===== src/rtl/impd_pkg.sv =====
`default_nettype none

package impd_pkg;

  // sample and derived datapath widths
  localparam int SAMPLE_BITS = 13;
  localparam int ABS_W       = SAMPLE_BITS;
  localparam int SQ_W        = 2 * SAMPLE_BITS - 1;
  localparam int SUM_W       = SQ_W + 2;

  // fixed field widths
  localparam int PEAK_W     = 13;
  localparam int MAG_W      = 26;
  localparam int THR_W      = 26;
  localparam int HOLD_W     = 16;
  localparam int TIME_W     = 32;
  localparam int CFG_IDX_W  = 2;
  localparam int CFG_DATA_W = 26;

  // register indexes
  localparam logic [CFG_IDX_W-1:0] REG_THRESHOLD_SQ = CFG_IDX_W'(0);
  localparam logic [CFG_IDX_W-1:0] REG_HOLDOFF_MS   = CFG_IDX_W'(1);

  // register reset values
  localparam logic [THR_W-1:0]  THRESH_RESET  = THR_W'(2366864);
  localparam logic [HOLD_W-1:0] HOLDOFF_RESET = HOLD_W'(200);

  // saturation limits of the result fields
  localparam logic [PEAK_W-1:0] PEAK_MAX = {PEAK_W{1'b1}};
  localparam logic [MAG_W-1:0]  MAG_MAX  = {MAG_W{1'b1}};

  // running state kept between samples
  typedef struct packed {
    logic [PEAK_W-1:0] peak_x;
    logic [PEAK_W-1:0] peak_y;
    logic [PEAK_W-1:0] peak_z;
    logic [TIME_W-1:0] last_ms;
  } impd_state_t;

  // one result word
  typedef struct packed {
    logic              impact;
    logic [MAG_W-1:0]  magnitude_sq;
    logic [PEAK_W-1:0] peak_x;
    logic [PEAK_W-1:0] peak_y;
    logic [PEAK_W-1:0] peak_z;
  } impd_result_t;

  // absolute value, most negative code maps to its unsigned magnitude
  function automatic logic [ABS_W-1:0] sample_abs(input logic [SAMPLE_BITS-1:0] s);
    logic [ABS_W-1:0] neg;
    neg = ABS_W'(~s) + ABS_W'(1);
    return s[SAMPLE_BITS-1] ? neg : ABS_W'(s);
  endfunction

  // clamp an absolute value to the peak field
  function automatic logic [PEAK_W-1:0] sat_peak(input logic [ABS_W-1:0] a);
    if (32'(a) > 32'(PEAK_MAX)) return PEAK_MAX;
    return PEAK_W'(a);
  endfunction

  // clamp the full sum of squares to the magnitude field
  function automatic logic [MAG_W-1:0] sat_mag(input logic [SUM_W-1:0] s);
    if (64'(s) > 64'(MAG_MAX)) return MAG_MAX;
    return MAG_W'(s);
  endfunction

endpackage

`default_nettype wire


===== src/rtl/impd_in_if.sv =====
`default_nettype none

interface impd_in_if import impd_pkg::*; ();
  logic                          valid;
  logic                          ready;
  logic signed [SAMPLE_BITS-1:0] sample_x;
  logic signed [SAMPLE_BITS-1:0] sample_y;
  logic signed [SAMPLE_BITS-1:0] sample_z;
  logic [TIME_W-1:0]             now_ms;

  modport source (output valid, sample_x, sample_y, sample_z, now_ms, input ready);
  modport sink   (input valid, sample_x, sample_y, sample_z, now_ms, output ready);
endinterface

`default_nettype wire


===== src/rtl/impd_out_if.sv =====
`default_nettype none

interface impd_out_if import impd_pkg::*; ();
  logic              valid;
  logic              ready;
  logic              impact;
  logic [MAG_W-1:0]  magnitude_sq;
  logic [PEAK_W-1:0] peak_x;
  logic [PEAK_W-1:0] peak_y;
  logic [PEAK_W-1:0] peak_z;

  modport source (output valid, impact, magnitude_sq, peak_x, peak_y, peak_z, input ready);
  modport sink   (input valid, impact, magnitude_sq, peak_x, peak_y, peak_z, output ready);
endinterface

`default_nettype wire


===== src/rtl/impd_cfg_if.sv =====
`default_nettype none

interface impd_cfg_if import impd_pkg::*; ();
  logic                  valid;
  logic                  ready;
  logic [CFG_IDX_W-1:0]  index;
  logic [CFG_DATA_W-1:0] data;

  modport source (output valid, index, data, input ready);
  modport sink   (input valid, index, data, output ready);
endinterface

`default_nettype wire


===== src/rtl/impd_datapath.sv =====
`default_nettype none

module impd_datapath import impd_pkg::*; (
  input  wire logic [SAMPLE_BITS-1:0] sample_x,
  input  wire logic [SAMPLE_BITS-1:0] sample_y,
  input  wire logic [SAMPLE_BITS-1:0] sample_z,
  input  wire logic [TIME_W-1:0]      now_ms,
  input  wire logic [THR_W-1:0]       threshold_sq,
  input  wire logic [HOLD_W-1:0]      holdoff_ms,
  input  wire impd_state_t            state,
  output impd_state_t                 state_nxt,
  output impd_result_t                result
);

  logic [ABS_W-1:0]  ax, ay, az;
  logic [SQ_W-1:0]   ax_w, ay_w, az_w;
  logic [SQ_W-1:0]   sqx, sqy, sqz;
  logic [SUM_W-1:0]  sum;
  logic [TIME_W-1:0] elapsed;
  logic [PEAK_W-1:0] sx, sy, sz;
  logic              hit;

  // per-axis magnitudes and squares
  always_comb begin
    ax   = sample_abs(sample_x);
    ay   = sample_abs(sample_y);
    az   = sample_abs(sample_z);
    ax_w = SQ_W'(ax);
    ay_w = SQ_W'(ay);
    az_w = SQ_W'(az);
    sqx  = ax_w * ax_w;
    sqy  = ay_w * ay_w;
    sqz  = az_w * az_w;
    sum  = SUM_W'(sqx) + SUM_W'(sqy) + SUM_W'(sqz);
  end

  // threshold and holdoff test, elapsed time wraps
  always_comb begin
    elapsed = now_ms - state.last_ms;
    hit     = (64'(sum) >= 64'(threshold_sq)) && (elapsed > TIME_W'(holdoff_ms));
  end

  // peak hold and next state
  always_comb begin
    sx = sat_peak(ax);
    sy = sat_peak(ay);
    sz = sat_peak(az);
    state_nxt.peak_x  = (sx > state.peak_x) ? sx : state.peak_x;
    state_nxt.peak_y  = (sy > state.peak_y) ? sy : state.peak_y;
    state_nxt.peak_z  = (sz > state.peak_z) ? sz : state.peak_z;
    state_nxt.last_ms = hit ? now_ms : state.last_ms;
  end

  // result word
  always_comb begin
    result.impact       = hit;
    result.magnitude_sq = sat_mag(sum);
    result.peak_x       = state_nxt.peak_x;
    result.peak_y       = state_nxt.peak_y;
    result.peak_z       = state_nxt.peak_z;
  end

endmodule

`default_nettype wire


===== src/rtl/impact_detector_peak_hold.sv =====
`default_nettype none

// channel   modport  payload
// in_if     sink     sample_x, sample_y, sample_z (signed), now_ms
// out_if    source   impact, magnitude_sq, peak_x, peak_y, peak_z
// cfg_if    sink     index (0 threshold_sq, 1 holdoff_ms), data
//
// input register then result register: one word per cycle sustained while out_if.ready stays high
// the squares, sum and compares sit between the two register stages
// rst_n sync, active low: clears valid bits, peaks, last impact time; registers to defaults
// a stalled result holds the result register; the input register still takes
// a word while it is empty, so both stages fill before in_if.ready drops
// cfg_if is always ready; writes to unknown indexes are dropped

module impact_detector_peak_hold import impd_pkg::*; (
  input  wire logic clk,
  input  wire logic rst_n,
  impd_in_if.sink   in_if,
  impd_out_if.source out_if,
  impd_cfg_if.sink  cfg_if
);

  // input stage
  logic                   s1_v_r;
  logic [SAMPLE_BITS-1:0] s1_x_r, s1_y_r, s1_z_r;
  logic [TIME_W-1:0]      s1_now_r;

  // result stage and state
  logic                   out_v_r;
  impd_result_t           out_res_r;
  impd_state_t            state_r;
  impd_state_t            state_nxt;
  impd_result_t           res;

  // configuration registers
  logic [THR_W-1:0]       thr_r;
  logic [HOLD_W-1:0]      hold_r;

  logic                   s1_adv;
  logic                   in_take;

  // handshake
  assign s1_adv      = !out_v_r || out_if.ready;
  assign in_if.ready = !s1_v_r || s1_adv;
  assign in_take     = in_if.valid && in_if.ready;
  assign cfg_if.ready = 1'b1;

  impd_datapath u_datapath (
    .sample_x     (s1_x_r),
    .sample_y     (s1_y_r),
    .sample_z     (s1_z_r),
    .now_ms       (s1_now_r),
    .threshold_sq (thr_r),
    .holdoff_ms   (hold_r),
    .state        (state_r),
    .state_nxt    (state_nxt),
    .result       (res)
  );

  // valid bits and running state
  always_ff @(posedge clk) begin
    if (!rst_n) begin
      s1_v_r  <= 1'b0;
      out_v_r <= 1'b0;
      state_r <= '0;
    end else begin
      if (in_if.ready) begin
        s1_v_r <= in_if.valid;
      end
      if (s1_adv) begin
        out_v_r <= s1_v_r;
        if (s1_v_r) begin
          state_r <= state_nxt;
        end
      end
    end
  end

  // payload registers
  always_ff @(posedge clk) begin
    if (in_take) begin
      s1_x_r   <= in_if.sample_x;
      s1_y_r   <= in_if.sample_y;
      s1_z_r   <= in_if.sample_z;
      s1_now_r <= in_if.now_ms;
    end
    if (s1_adv && s1_v_r) begin
      out_res_r <= res;
    end
  end

  // register writes
  always_ff @(posedge clk) begin
    if (!rst_n) begin
      thr_r  <= THRESH_RESET;
      hold_r <= HOLDOFF_RESET;
    end else if (cfg_if.valid) begin
      unique case (cfg_if.index)
        REG_THRESHOLD_SQ: thr_r  <= THR_W'(cfg_if.data);
        REG_HOLDOFF_MS:   hold_r <= HOLD_W'(cfg_if.data);
        default: ;
      endcase
    end
  end

  // result channel
  assign out_if.valid        = out_v_r;
  assign out_if.impact       = out_res_r.impact;
  assign out_if.magnitude_sq = out_res_r.magnitude_sq;
  assign out_if.peak_x       = out_res_r.peak_x;
  assign out_if.peak_y       = out_res_r.peak_y;
  assign out_if.peak_z       = out_res_r.peak_z;

`ifndef ASSERT_OFF
  // a reported impact always meets the threshold
  a_impact_thr: assert property (@(posedge clk) disable iff (!rst_n)
    out_v_r && out_res_r.impact |-> 64'(out_res_r.magnitude_sq) >= 64'(thr_r))
    else $error("impact reported below threshold");

  // peaks never fall outside reset
  a_peak_mono: assert property (@(posedge clk) disable iff (!rst_n)
    $past(rst_n) |-> (state_r.peak_x >= $past(state_r.peak_x)) &&
                     (state_r.peak_y >= $past(state_r.peak_y)) &&
                     (state_r.peak_z >= $past(state_r.peak_z)))
    else $error("peak decreased");

  // an impact records the sample time
  a_last_time: assert property (@(posedge clk) disable iff (!rst_n)
    s1_v_r && s1_adv && res.impact |=> state_r.last_ms == $past(s1_now_r))
    else $error("last impact time not updated");

  // a held input word is not dropped while the result stage stalls
  a_s1_hold: assert property (@(posedge clk) disable iff (!rst_n)
    s1_v_r && !s1_adv |=> s1_v_r && $stable(s1_now_r))
    else $error("input stage lost a word under stall");
`endif

endmodule

`default_nettype wire


===== src/flat_wrapper.sv =====
// flat-port wrapper written by rule: the top's interface ports become plain ports
module impact_detector_peak_hold_flat import impd_pkg::*;
  (clk, rst_n, in_if_valid, in_if_sample_x, in_if_sample_y, in_if_sample_z, in_if_now_ms, in_if_ready, out_if_valid, out_if_impact, out_if_magnitude_sq, out_if_peak_x, out_if_peak_y, out_if_peak_z, out_if_ready, cfg_if_valid, cfg_if_index, cfg_if_data, cfg_if_ready);
  impd_in_if in_if_i ();
  impd_out_if out_if_i ();
  impd_cfg_if cfg_if_i ();
  input  wire logic clk;
  input  wire logic rst_n;
  input wire logic [$bits(in_if_i.valid)-1:0] in_if_valid;
  input wire logic [$bits(in_if_i.sample_x)-1:0] in_if_sample_x;
  input wire logic [$bits(in_if_i.sample_y)-1:0] in_if_sample_y;
  input wire logic [$bits(in_if_i.sample_z)-1:0] in_if_sample_z;
  input wire logic [$bits(in_if_i.now_ms)-1:0] in_if_now_ms;
  output wire logic [$bits(in_if_i.ready)-1:0] in_if_ready;
  output wire logic [$bits(out_if_i.valid)-1:0] out_if_valid;
  output wire logic [$bits(out_if_i.impact)-1:0] out_if_impact;
  output wire logic [$bits(out_if_i.magnitude_sq)-1:0] out_if_magnitude_sq;
  output wire logic [$bits(out_if_i.peak_x)-1:0] out_if_peak_x;
  output wire logic [$bits(out_if_i.peak_y)-1:0] out_if_peak_y;
  output wire logic [$bits(out_if_i.peak_z)-1:0] out_if_peak_z;
  input wire logic [$bits(out_if_i.ready)-1:0] out_if_ready;
  input wire logic [$bits(cfg_if_i.valid)-1:0] cfg_if_valid;
  input wire logic [$bits(cfg_if_i.index)-1:0] cfg_if_index;
  input wire logic [$bits(cfg_if_i.data)-1:0] cfg_if_data;
  output wire logic [$bits(cfg_if_i.ready)-1:0] cfg_if_ready;
  assign in_if_i.valid = in_if_valid;
  assign in_if_i.sample_x = in_if_sample_x;
  assign in_if_i.sample_y = in_if_sample_y;
  assign in_if_i.sample_z = in_if_sample_z;
  assign in_if_i.now_ms = in_if_now_ms;
  assign in_if_ready = in_if_i.ready;
  assign out_if_valid = out_if_i.valid;
  assign out_if_impact = out_if_i.impact;
  assign out_if_magnitude_sq = out_if_i.magnitude_sq;
  assign out_if_peak_x = out_if_i.peak_x;
  assign out_if_peak_y = out_if_i.peak_y;
  assign out_if_peak_z = out_if_i.peak_z;
  assign out_if_i.ready = out_if_ready;
  assign cfg_if_i.valid = cfg_if_valid;
  assign cfg_if_i.index = cfg_if_index;
  assign cfg_if_i.data = cfg_if_data;
  assign cfg_if_ready = cfg_if_i.ready;
  impact_detector_peak_hold u_core (.clk(clk), .rst_n(rst_n), .in_if(in_if_i), .out_if(out_if_i), .cfg_if(cfg_if_i));
endmodule

===== config.mk =====
export PLATFORM = sky130hd
export DESIGN_NAME = impact_detector_peak_hold_flat
export DESIGN_NICKNAME = d
export VERILOG_FILES = /design/src/rtl/impd_pkg.sv /design/src/rtl/impd_in_if.sv /design/src/rtl/impd_out_if.sv /design/src/rtl/impd_cfg_if.sv /design/src/rtl/impd_datapath.sv /design/src/rtl/impact_detector_peak_hold.sv /design/src/flat_wrapper.sv
export SDC_FILE = /design/constraint.sdc
export NUM_CORES = 1
export LEC_CHECK = 0
export ABC_AREA = 1
export BUFFER_PORTS_ARGS = -buffer_cell sky130_fd_sc_hd__buf_2
export CELL_PAD_IN_SITES_DETAIL_PLACEMENT = 0
export CELL_PAD_IN_SITES_GLOBAL_PLACEMENT = 1
export CORE_MARGIN = 5
export CORE_UTILIZATION = 30
export DETAILED_ROUTE_END_ITERATION = 7
export GPL_TIMING_DRIVEN = 0
export PLACE_DENSITY = 0.58
export SLEW_MARGIN = 20
export SYNTH_ARGS = -nofsm -noshare
export SYNTH_HDL_FRONTEND = slang
export SYNTH_SLANG_ARGS = --single-unit

===== constraint.sdc =====
create_clock -name clk -period 29.6 [get_ports clk]
set_clock_uncertainty 0.15 [all_clocks]
set_input_delay 1.48 -clock clk [delete_from_list [all_inputs] [get_ports clk]]
set_output_delay 1.48 -clock clk [all_outputs]
set_load 0.005 [all_outputs]

-- Word-level counts from Yosys, hierarchy flattened
Index checks and enable logic that the tools add are counted.
- memories kept: 0
- output and inout bits: 69
- word-level logic and storage cells: 57
- bits in writable memories: 0
- bits in latches: 0
- input port bits: 104
- register bits: 252
- memory bits (read-only): 0
- divide/modulo/power cells: 0
- multiply operators: 3
- magnitude comparators: 6
- reductions and logical operators: 12
- multiplexer cells: 9
- bitwise operators: 3
- equal/unequal tests: 1
- shifts and indexed selects: 0
- add/sub/neg operators: 6
- operator list (cell ; number):
    $mux 13 ; 6
    $mul 13x13->25 ; 3
    $mux 26 ; 2
    $add 13x1->13 const B ; 3
    $gt 13x13->1 ; 3
    $not 13->13 ; 3
    $gt 32x16->1 ; 1
    $sub 32x32->32 ; 1
    $add 26x25->27 ; 1
    $ge 27x26->1 ; 1
    $gt 27x26->1 const B ; 1
    $add 25x25->26 ; 1
    $reduce_and 2->1 ; 3
    $logic_and 1x1->1 ; 3
    $reduce_and 3->1 ; 1
    $eq 2x1->1 const B ; 1
    $logic_not 1->1 ; 2
    $logic_not 2->1 ; 1
    $logic_or 1x1->1 ; 2
    $mux 1 ; 1

-- Longest topological paths before layout
Gate-level depths: netlist (run 1).
- word-level depth: 9
- depth in mapped cells: 58
- mapped depth without buffers: 55

-- Least setup slack after synthesis (run 1)
No wires, ideal clock.
- kind: reg2reg
- start point: register u_core.s1_y_r[0]
- end point: register u_core.out_res_r (netlist bit u_core.out_if.impact), data pin
- library setup time: 0.255 ns
- clock period less this slack: 9.996 ns
- setup slack: 19.604 ns
- stages on the path, launching flop included: 49
- arrival: 9.592 ns
- path buffers: 2
- data required time: 29.195 ns
- cells stage by stage: edfxtp_1 -> inv_1 -> clkbuf_1 -> ha_1 -> inv_1 -> nor3_1 -> nand2_1 -> nor2_1 -> nand2_1 -> nand2_1 -> xor2_1 -> clkinv_1 -> nand2_1 -> fa_1 -> fa_1 -> inv_1 -> fa_1 -> fa_1 -> [... 13 more ...] -> nand2_1 -> inv_1 -> nand2_1 -> o21ai_0 -> a21oi_1 -> nand2_1 -> a21oi_1 -> or2_2 -> nand2_1 -> ha_1 -> a21oi_1 -> o21ai_0 -> a221oi_1 -> nand3_1 -> nor2_1 -> nand2_2 -> buf_2 -> and2_1
- RTL lines (what ; line ; source):
    start: declaration ; impact_detector_peak_hold.sv:25 ; logic [SAMPLE_BITS-1:0] s1_x_r, s1_y_r, s1_z_r;
    start signal: assignment ; impact_detector_peak_hold.sv:83 ; s1_y_r <= in_if.sample_y;
    end signal: assignment ; impact_detector_peak_hold.sv:88 ; out_res_r <= res;
    end: declaration ; impact_detector_peak_hold.sv:30 ; impd_result_t out_res_r;

-- Worst setup path after layout (run 1)
- start point: register u_core.s1_y_r[0]
- end point: register u_core.state_r[11] (netlist bit)
- longest elaborated chain between the ends: 9
- RTL lines (what ; line ; source):
    $not 13->13 ; impd_pkg.sv:52 ; neg = ABS_W'(~s) + ABS_W'(1);
    $add 13x1->13 ; impd_pkg.sv:52 ;
    $mux 13 * ; impd_pkg.sv:53 ; return s[SAMPLE_BITS-1] ? neg : ABS_W'(s);
    $mul 13x13->25 * ; impd_datapath.sv:32 ; sqy = ay_w * ay_w;
    $add 25x25->26 * ; impd_datapath.sv:34 ; sum = SUM_W'(sqx) + SUM_W'(sqy) + SUM_W'(sqz);
    $add 26x25->27 * ; impd_datapath.sv:34 ;
    named net u_core.u_datapath.sum[24] ; impd_datapath.sv:18 ; logic [SUM_W-1:0] sum;
    $ge 27x26->1 * ; impd_datapath.sv:40 ; hit = (64'(sum) >= 64'(threshold_sq)) && (elapsed > TIME_W'(holdoff_ms));
    $logic_and 1x1->1 * ; impd_datapath.sv:40 ;
    $reduce_and 3->1 (no line) * ; -- ;
    end signal: assignment ; impact_detector_peak_hold.sv:73 ; state_r <= state_nxt;
    end: declaration ; impact_detector_peak_hold.sv:31 ; impd_state_t state_r;
The timed path passes the listed nets; every way through them passes the cells marked *.
A chain may end at the register's enable or synchronous reset.

==> results.py, run 1 <==
metrics = {
    "timing": {
        "slew_headroom": 0.243,
        "fin_crit_sh": 0.442,
        "slew_viol_final": 0,
        "setup_viol": 0,
        "rsz0062_at_grt": "false",
        "finalHoldViolations": 0,
        "period_needed_ns": 13.08,
        "worst_slew_pin_slew_ns": 1.13,
        "tns_ns": 0,
        "fmaxAchievable_mhz": 76.5,
    },
    "yosys": {
        "ys_ff_latch": 252,
        "synth_ff_type": "edfxtp_1",
        "ys_top_cells_by_area": "fa_1 22%, edfxtp_1 14%, ha_1 14%",
        "synth-async-reset-ratio": 0,
        "synthCells": 3743,
        "synth_most_common_cell": "inv_1",
        "syn_avg_cell_area_um2": 7.86,
        "synth_area_leader_cell": "fa_1",
        "synth_edf_count": 137,
        "ys_seq_area_frac": 0.218,
        "yosys_warnings": 0,
        "ys_top_cells_by_count": "980 x inv_1, 703 x nand2_1, 328 x ha_1, 317 x fa_1, 283 x nor2_1",
        "yosysTopAreaCellShare": 0.216,
        "netlist_area_um2": 29400,
        "synth_cell_type_count": 52,
    },
    "worst_setup_path": {
        "r2r-end": "u_core.state_r[11]$_SDFFE_PN0P_",
        "worstPathRequired_ns": 29.95,
        "max_stage_delay_ns": 0.88,
        "crit_path_end_kind": "flip-flop",
        "crit_top_cell": "nand2_1",
        "worstPathArrival_ns": 13.43,
        "rrSetupSlack_ns": 16.52,
        "crit_path_end": "u_core.state_r[11]$_SDFFE_PN0P_",
        "path_max_fanout": 11,
        "crit_start": "u_core.s1_y_r[0]$_DFFE_PP_",
        "r2r_cells": 48,
        "crit_type": "flip-flop to flip-flop",
        "r2r_start": "u_core.s1_y_r[0]$_DFFE_PP_",
        "cpMaxStageDelayCell": "xor2_1",
        "cp-start-kind": "flip-flop",
    },
    "detailed_routing": {
        "dr.pass1.iters": 7,
        "drc": 0,
        "drt-initial-drc-count": 1258,
        "wl_per_cell_um": 16.7,
        "detail_route.vias_per_cell": 4.46,
        "vias": 23635,
        "drtAntennaViolNets": 0,
        "wl_mm": 88.7,
    },
    "die": {
        "core_area_um2": 97800,
        "die_h_um": 323,
        "rows": 115,
        "die_w_um": 323,
        "ioPinCount": 173,
        "initial_core_util": 0.301,
        "die-area_um2": 104000,
    },
    "job": {
        "cap_viol_max_count": 0,
    },
    "placement": {
        "dp.cells": 5231,
        "gp_congestion": 0.841,
        "io_buffers": 171,
        "dp_hpwl_mm": 73.8,
    },
    "clocking": {
        "htreeDepth": 2,
        "clockBufferDepth": 3,
        "cts.clk_slew.worst_paths_ns": 0.06,
        "cts.sinks": 252,
        "post_cts_resized": 0,
        "cts_tree": "built",
        "cts_setup_buffers": 0,
        "insertion_delay_ns": 0.62,
        "root_buffer": "clkbuf_16",
        "cts_buffers": 37,
        "cts_hold_buf": 0,
    },
    "global_route": {
        "use_met3": 0.0223,
        "grt.busiest_layer": "met2",
        "antenna_found_initial": 3,
        "grt_use_total": 0.170,
        "grt_pass1_wl_mm": 137,
        "grtUsageMet1": 0.234,
        "grt_use_met2": 0.284,
        "grt_max_degree": 41,
        "gr-total-overflow": 0,
        "grt_pass1_vias": 23743,
    },
    "finish": {
        "nets": 4732,
        "area_delta_synth_final_pct": 13.3,
        "instances_no_fill": 5300,
        "drive_gt1_frac": 0.0755,
    },
    "status": {
        "status": "completed",
    },
    "hold_path": {
        "min_path_type": "flip-flop to flip-flop",
    },
}
## worst min path at each step
stage,startpoint,to,cells after the start,slack (ns)
2_1_floorplan,u_core.hold_r[1]$_SDFFE_PN0P_,u_core.hold_r[1]$_SDFFE_PN0P_,2,0.29
3_3_place_gp,u_core.hold_r[14]$_SDFFE_PN0P_,u_core.hold_r[14]$_SDFFE_PN0P_,2,0.31
3_5_place_dp,u_core.hold_r[9]$_SDFFE_PN0P_,u_core.hold_r[9]$_SDFFE_PN0P_,2,0.31
4_1_cts,u_core.hold_r[9]$_SDFFE_PN0P_,u_core.hold_r[9]$_SDFFE_PN0P_,2,0.32
5_1_grt,u_core.hold_r[8]$_SDFFE_PN0P_,u_core.hold_r[8]$_SDFFE_PN0P_,2,0.35
6_report,u_core.hold_r[14]$_SDFFE_PN0P_,u_core.hold_r[14]$_SDFFE_PN0P_,2,0.32
## per-layer routing
metal	vias up	routed length, um
met1	11254	41900
met5	-	0
li1	11941	-
met4	0	2140
met3	79	3360
met2	361	41300
## per-stage QoR
step	setup WS, ns	utilization	hold slack (ns)	area (um^2)
2_1_floorplan	19.60	-	0.285	29500
3_3_place_gp	16.54	0.327	0.309	32000
3_5_place_dp	16.44	0.328	0.312	32100
4_1_cts	16.57	0.341	0.320	33400
5_1_grt	15.58	0.341	0.347	33400
6_report	16.52	0.341	0.323	33400
## registers in the layout, summed over array words and instances (netlist names)
name                        flops
u_core.hold_r                  16
u_core.out_if.impact            1
u_core.out_if.magnitude_sq     26
u_core.out_if.peak_x           13
u_core.out_if.peak_y           13
u_core.out_if.peak_z           13
u_core.out_if.valid             1
u_core.s1_now_r                32
u_core.s1_v_r                   1
u_core.s1_x_r                  13
u_core.s1_y_r                  13
u_core.s1_z_r                  13
u_core.state_r                 71
u_core.thr_r                   26
## cell usage in the layout (no fill, tap or decap), types with 37 or more instances in the layout
| master | count |
|---|---|
| edfxtp_1 | 137 |
| fa_1 | 317 |
| a21oi_1 | 210 |
| dfxtp_1 | 115 |
| clkbuf_16 | 37 |
| nand2_1 | 703 |
| xnor2_1 | 46 |
| xor2_1 | 69 |
| ha_1 | 328 |
| buf_2 | 180 |
| o21ai_0 | 171 |
| nand3_1 | 85 |
| nand4_1 | 46 |
| inv_1 | 979 |
| clkbuf_1 | 50 |
| nor2_1 | 283 |
## worst max-delay path: cells and delay by family, from the launching register on
| kind | cells | cell delay (ns) |
|---|---|---|
| AOI/OAI and AO/OA | 7 | 1.69 |
| DFF | 1 | 0.55 |
| adders and majority gates | 10 | 4.24 |
| xor gates and xnor gates | 2 | 1.06 |
| and+or+nand+nor | 20 | 3.19 |
| buffers and inverters | 9 | 2.06 |
## final cells by class
| class | count | area [um^2] |
|---|---|---|
| fill | 10646 | 64500 |
| inverter | 1006 | 3780 |
| sequential | 252 | 6420 |
| timing repair buffer | 173 | 911 |
| tap | 1287 | 1610 |
| multi-input combinational | 2447 | 19100 |
| buffer | 66 | 313 |
| clock inverter | 22 | 267 |
| antenna | 1 | 2.50 |
| clock buffer | 46 | 1000 |
## cells by family after synthesis
kind of cell / count (synthesis) / share of synthesized area
AO/OA/AOI/OAI: 461 / 0.0840
XOR/XNOR: 119 / 0.0357
adder cells (fa/ha/maj): 645 / 0.355
buffers and inverters: 1072 / 0.139
flip-flops: 252 / 0.218
other: 2 / 0.000255
AND/OR/NAND/NOR: 1192 / 0.168
Power of run 1 is not shown: default switching activity piles up to over one toggle a cycle in this logic, so the estimate is an artifact.
==> run 2: changes to the inputs <==
--- a/config.mk
+++ b/config.mk
@@ -13,7 +13,7 @@
 export CORE_UTILIZATION = 30
 export DETAILED_ROUTE_END_ITERATION = 7
 export GPL_TIMING_DRIVEN = 0
-export PLACE_DENSITY = 0.58
+export PLACE_DENSITY = 0.6
 export SLEW_MARGIN = 20
 export SYNTH_ARGS = -nofsm -noshare
 export SYNTH_HDL_FRONTEND = slang
==> constraint.sdc (replaced) <==
create_clock -name clk -period 10.78 [get_ports clk]
set_clock_uncertainty 0.15 [all_clocks]
set_input_delay 0.539 -clock clk [delete_from_list [all_inputs] [get_ports clk]]
set_output_delay 0.539 -clock clk [all_outputs]
set_load 0.005 [all_outputs]
==> results.py, run 2 (synthesis gave the netlist of run 1 again) <==
metrics = {
    "status": {
        "status": "completed",
    },
    "timing": {
        "setup_viol": 0,
        "fin_crit_sh": 0.950,
        "fmaxAchievable_mhz": 97.6,
        "slew_headroom": 0.300,
        "slew_viol_final": 0,
        "period_needed_ns": 10.24,
        "finalHoldViolations": 0,
        "worst_slew_pin_slew_ns": 1.05,
    },
    "worst_setup_path": {
        "worstPathRequired_ns": 10.99,
        "crit_type": "flip-flop to flip-flop",
        "crit_top_cell": "nand2_1",
        "worstPathArrival_ns": 10.45,
        "cp-start-kind": "flip-flop",
        "max_stage_delay_ns": 0.54,
        "cpLargestDelayFamily": "adder cells",
        "path_max_fanout": 11,
        "cpMaxStageDelayCell": "fa_1",
        "worst-path-buf-inv": 10,
        "crit_path_end_kind": "flip-flop",
    },
    "finish": {
        "utilization": 0.364,
        "nets": 4880,
        "reg_top3": "u_core.state_r: 71 flops, u_core.s1_now_r: 32 flops",
        "final_common_cell": "inv_1",
        "largest_reg_flops": 71,
        "area_delta_synth_final_pct": 20.9,
        "nFillCells": 10381,
        "drive_gt1_frac": 0.126,
        "mostFrequentLayoutCells": "962 x inv_1, 687 x nand2_1, 316 x fa_1",
        "largest-register": "u_core.state_r",
    },
    "detailed_routing": {
        "wl_per_cell_um": 16.5,
        "drtAntennaViolNets": 0,
        "dr.pass1.iters": 5,
        "vias": 24248,
        "drt-initial-drc-count": 1384,
        "wl_mm": 89.7,
        "drc": 0,
        "detail_route.vias_per_cell": 4.45,
    },
    "global_route": {
        "grt_pass1_wl_mm": 138,
        "grt_pass1_vias": 24413,
        "grt_max_degree": 41,
        "grt_use_total": 0.171,
        "antenna_found_initial": 1,
        "gr-total-overflow": 0,
    },
    "die": {
        "initial_core_util": 0.301,
        "die_w_um": 323,
        "die_h_um": 323,
        "core_area_um2": 97800,
        "ioPinCount": 173,
        "rows": 115,
        "die-area_um2": 104000,
    },
    "clocking": {
        "cts_buffers": 37,
        "clockBufferDepth": 3,
        "insertion_delay_ns": 0.61,
        "htreeDepth": 2,
        "cts.clk_slew.worst_paths_ns": 0.05,
        "cts_tree": "built",
        "root_buffer": "clkbuf_16",
        "cts.sinks": 252,
    },
    "placement": {
        "dp_hpwl_mm": 72.8,
        "io_buffers": 171,
        "gp_congestion": 0.853,
    },
    "hold_path": {
        "min_path_type": "primary input to flip-flop",
    },
    "job": {
        "cap_viol_max_count": 0,
    },
}
-- run 2: cell types whose count changed in the layout (fill, tap and decap cells not counted), sizes merged --
cell and change:
buf +86, dlygate4sd3 +71, inv -15, clkinvlp +14, clkinv -4, clkbuf -3
bufinv -2
-- run 2: tightest hold or removal path, cell delays in order --
cell and delay, ns:
buf_2 0.12, nand2_1 0.06, o211ai_1 0.07
-- run 2: path summary, 6_finish.rpt --
check | start | end | slack [ns] | cells after the start
setup / recovery | u_core.s1_y_r[0]$_DFFE_PP_ | u_core.out_if.impact$_DFFE_PP_ | 0.54 | 46
hold / removal | cfg_if_data[11] | u_core.thr_r[11]$_SDFFE_PN1P_ | 0.07 | 3
setup reg to reg | u_core.s1_y_r[0]$_DFFE_PP_ | u_core.out_if.impact$_DFFE_PP_ | 0.54 | 46
hold reg to reg | u_core.hold_r[12]$_SDFFE_PN0P_ | u_core.hold_r[12]$_SDFFE_PN0P_ | 0.31 | 2
-- run 2: layout make-up --
type                    count  area [um^2]  share of cell area
multi-input cells        2447        19900               0.558
flip-flops and latches    252         6420               0.180
inverters                1006         3830               0.108
repair buffers            326         2300              0.0646
well taps                1287         1610              0.0452
clock buffers              52         1070              0.0300
plain buffers              61          360              0.0101
clock inverters            15          140             0.00394
diodes                      1         2.50           0.0000703
-- run 2: repair_timing --
item / in CTS / in global routing
hold endpoints to repair: 71 / 0
resized for setup: 87 / 143
setup buffers: 26 / 55
hold buffers: 71 / 0
pin swaps: 12 / 34
setup endpoints to repair: 59 / 33
cloned: 1 / 0
-- run 2: per-layer routing --
metal  vias to the layer above  routed length [um]  track usage  part of all wire
met5                         -                   0            0                 0
met4                         0                2600       0.0511             0.029
met3                        87                3910       0.0226             0.044
met2                       412               41900        0.286              0.47
met1                     11519               41200        0.232              0.46
li1                      12230                   -            -                 -
-- run 2: stage by stage --
step	hold slack (ns)	cell area, um^2	worst slack [ns]	setup TNS, ns	instances
6_report	0.0700	35600	0.537	0	5447
5_1_grt	0.0561	35600	-0.0310	-0.0364	5447
4_1_cts	0.0137	34600	0.0000124	0	5393
3_5_place_dp	0.310	32100	-2.18	-96.68	5231
3_3_place_gp	0.308	32000	-2.26	-98.84	5229
2_1_floorplan	0.285	29500	0.784	0	3771
Power of run 2 is left out for the same reason.
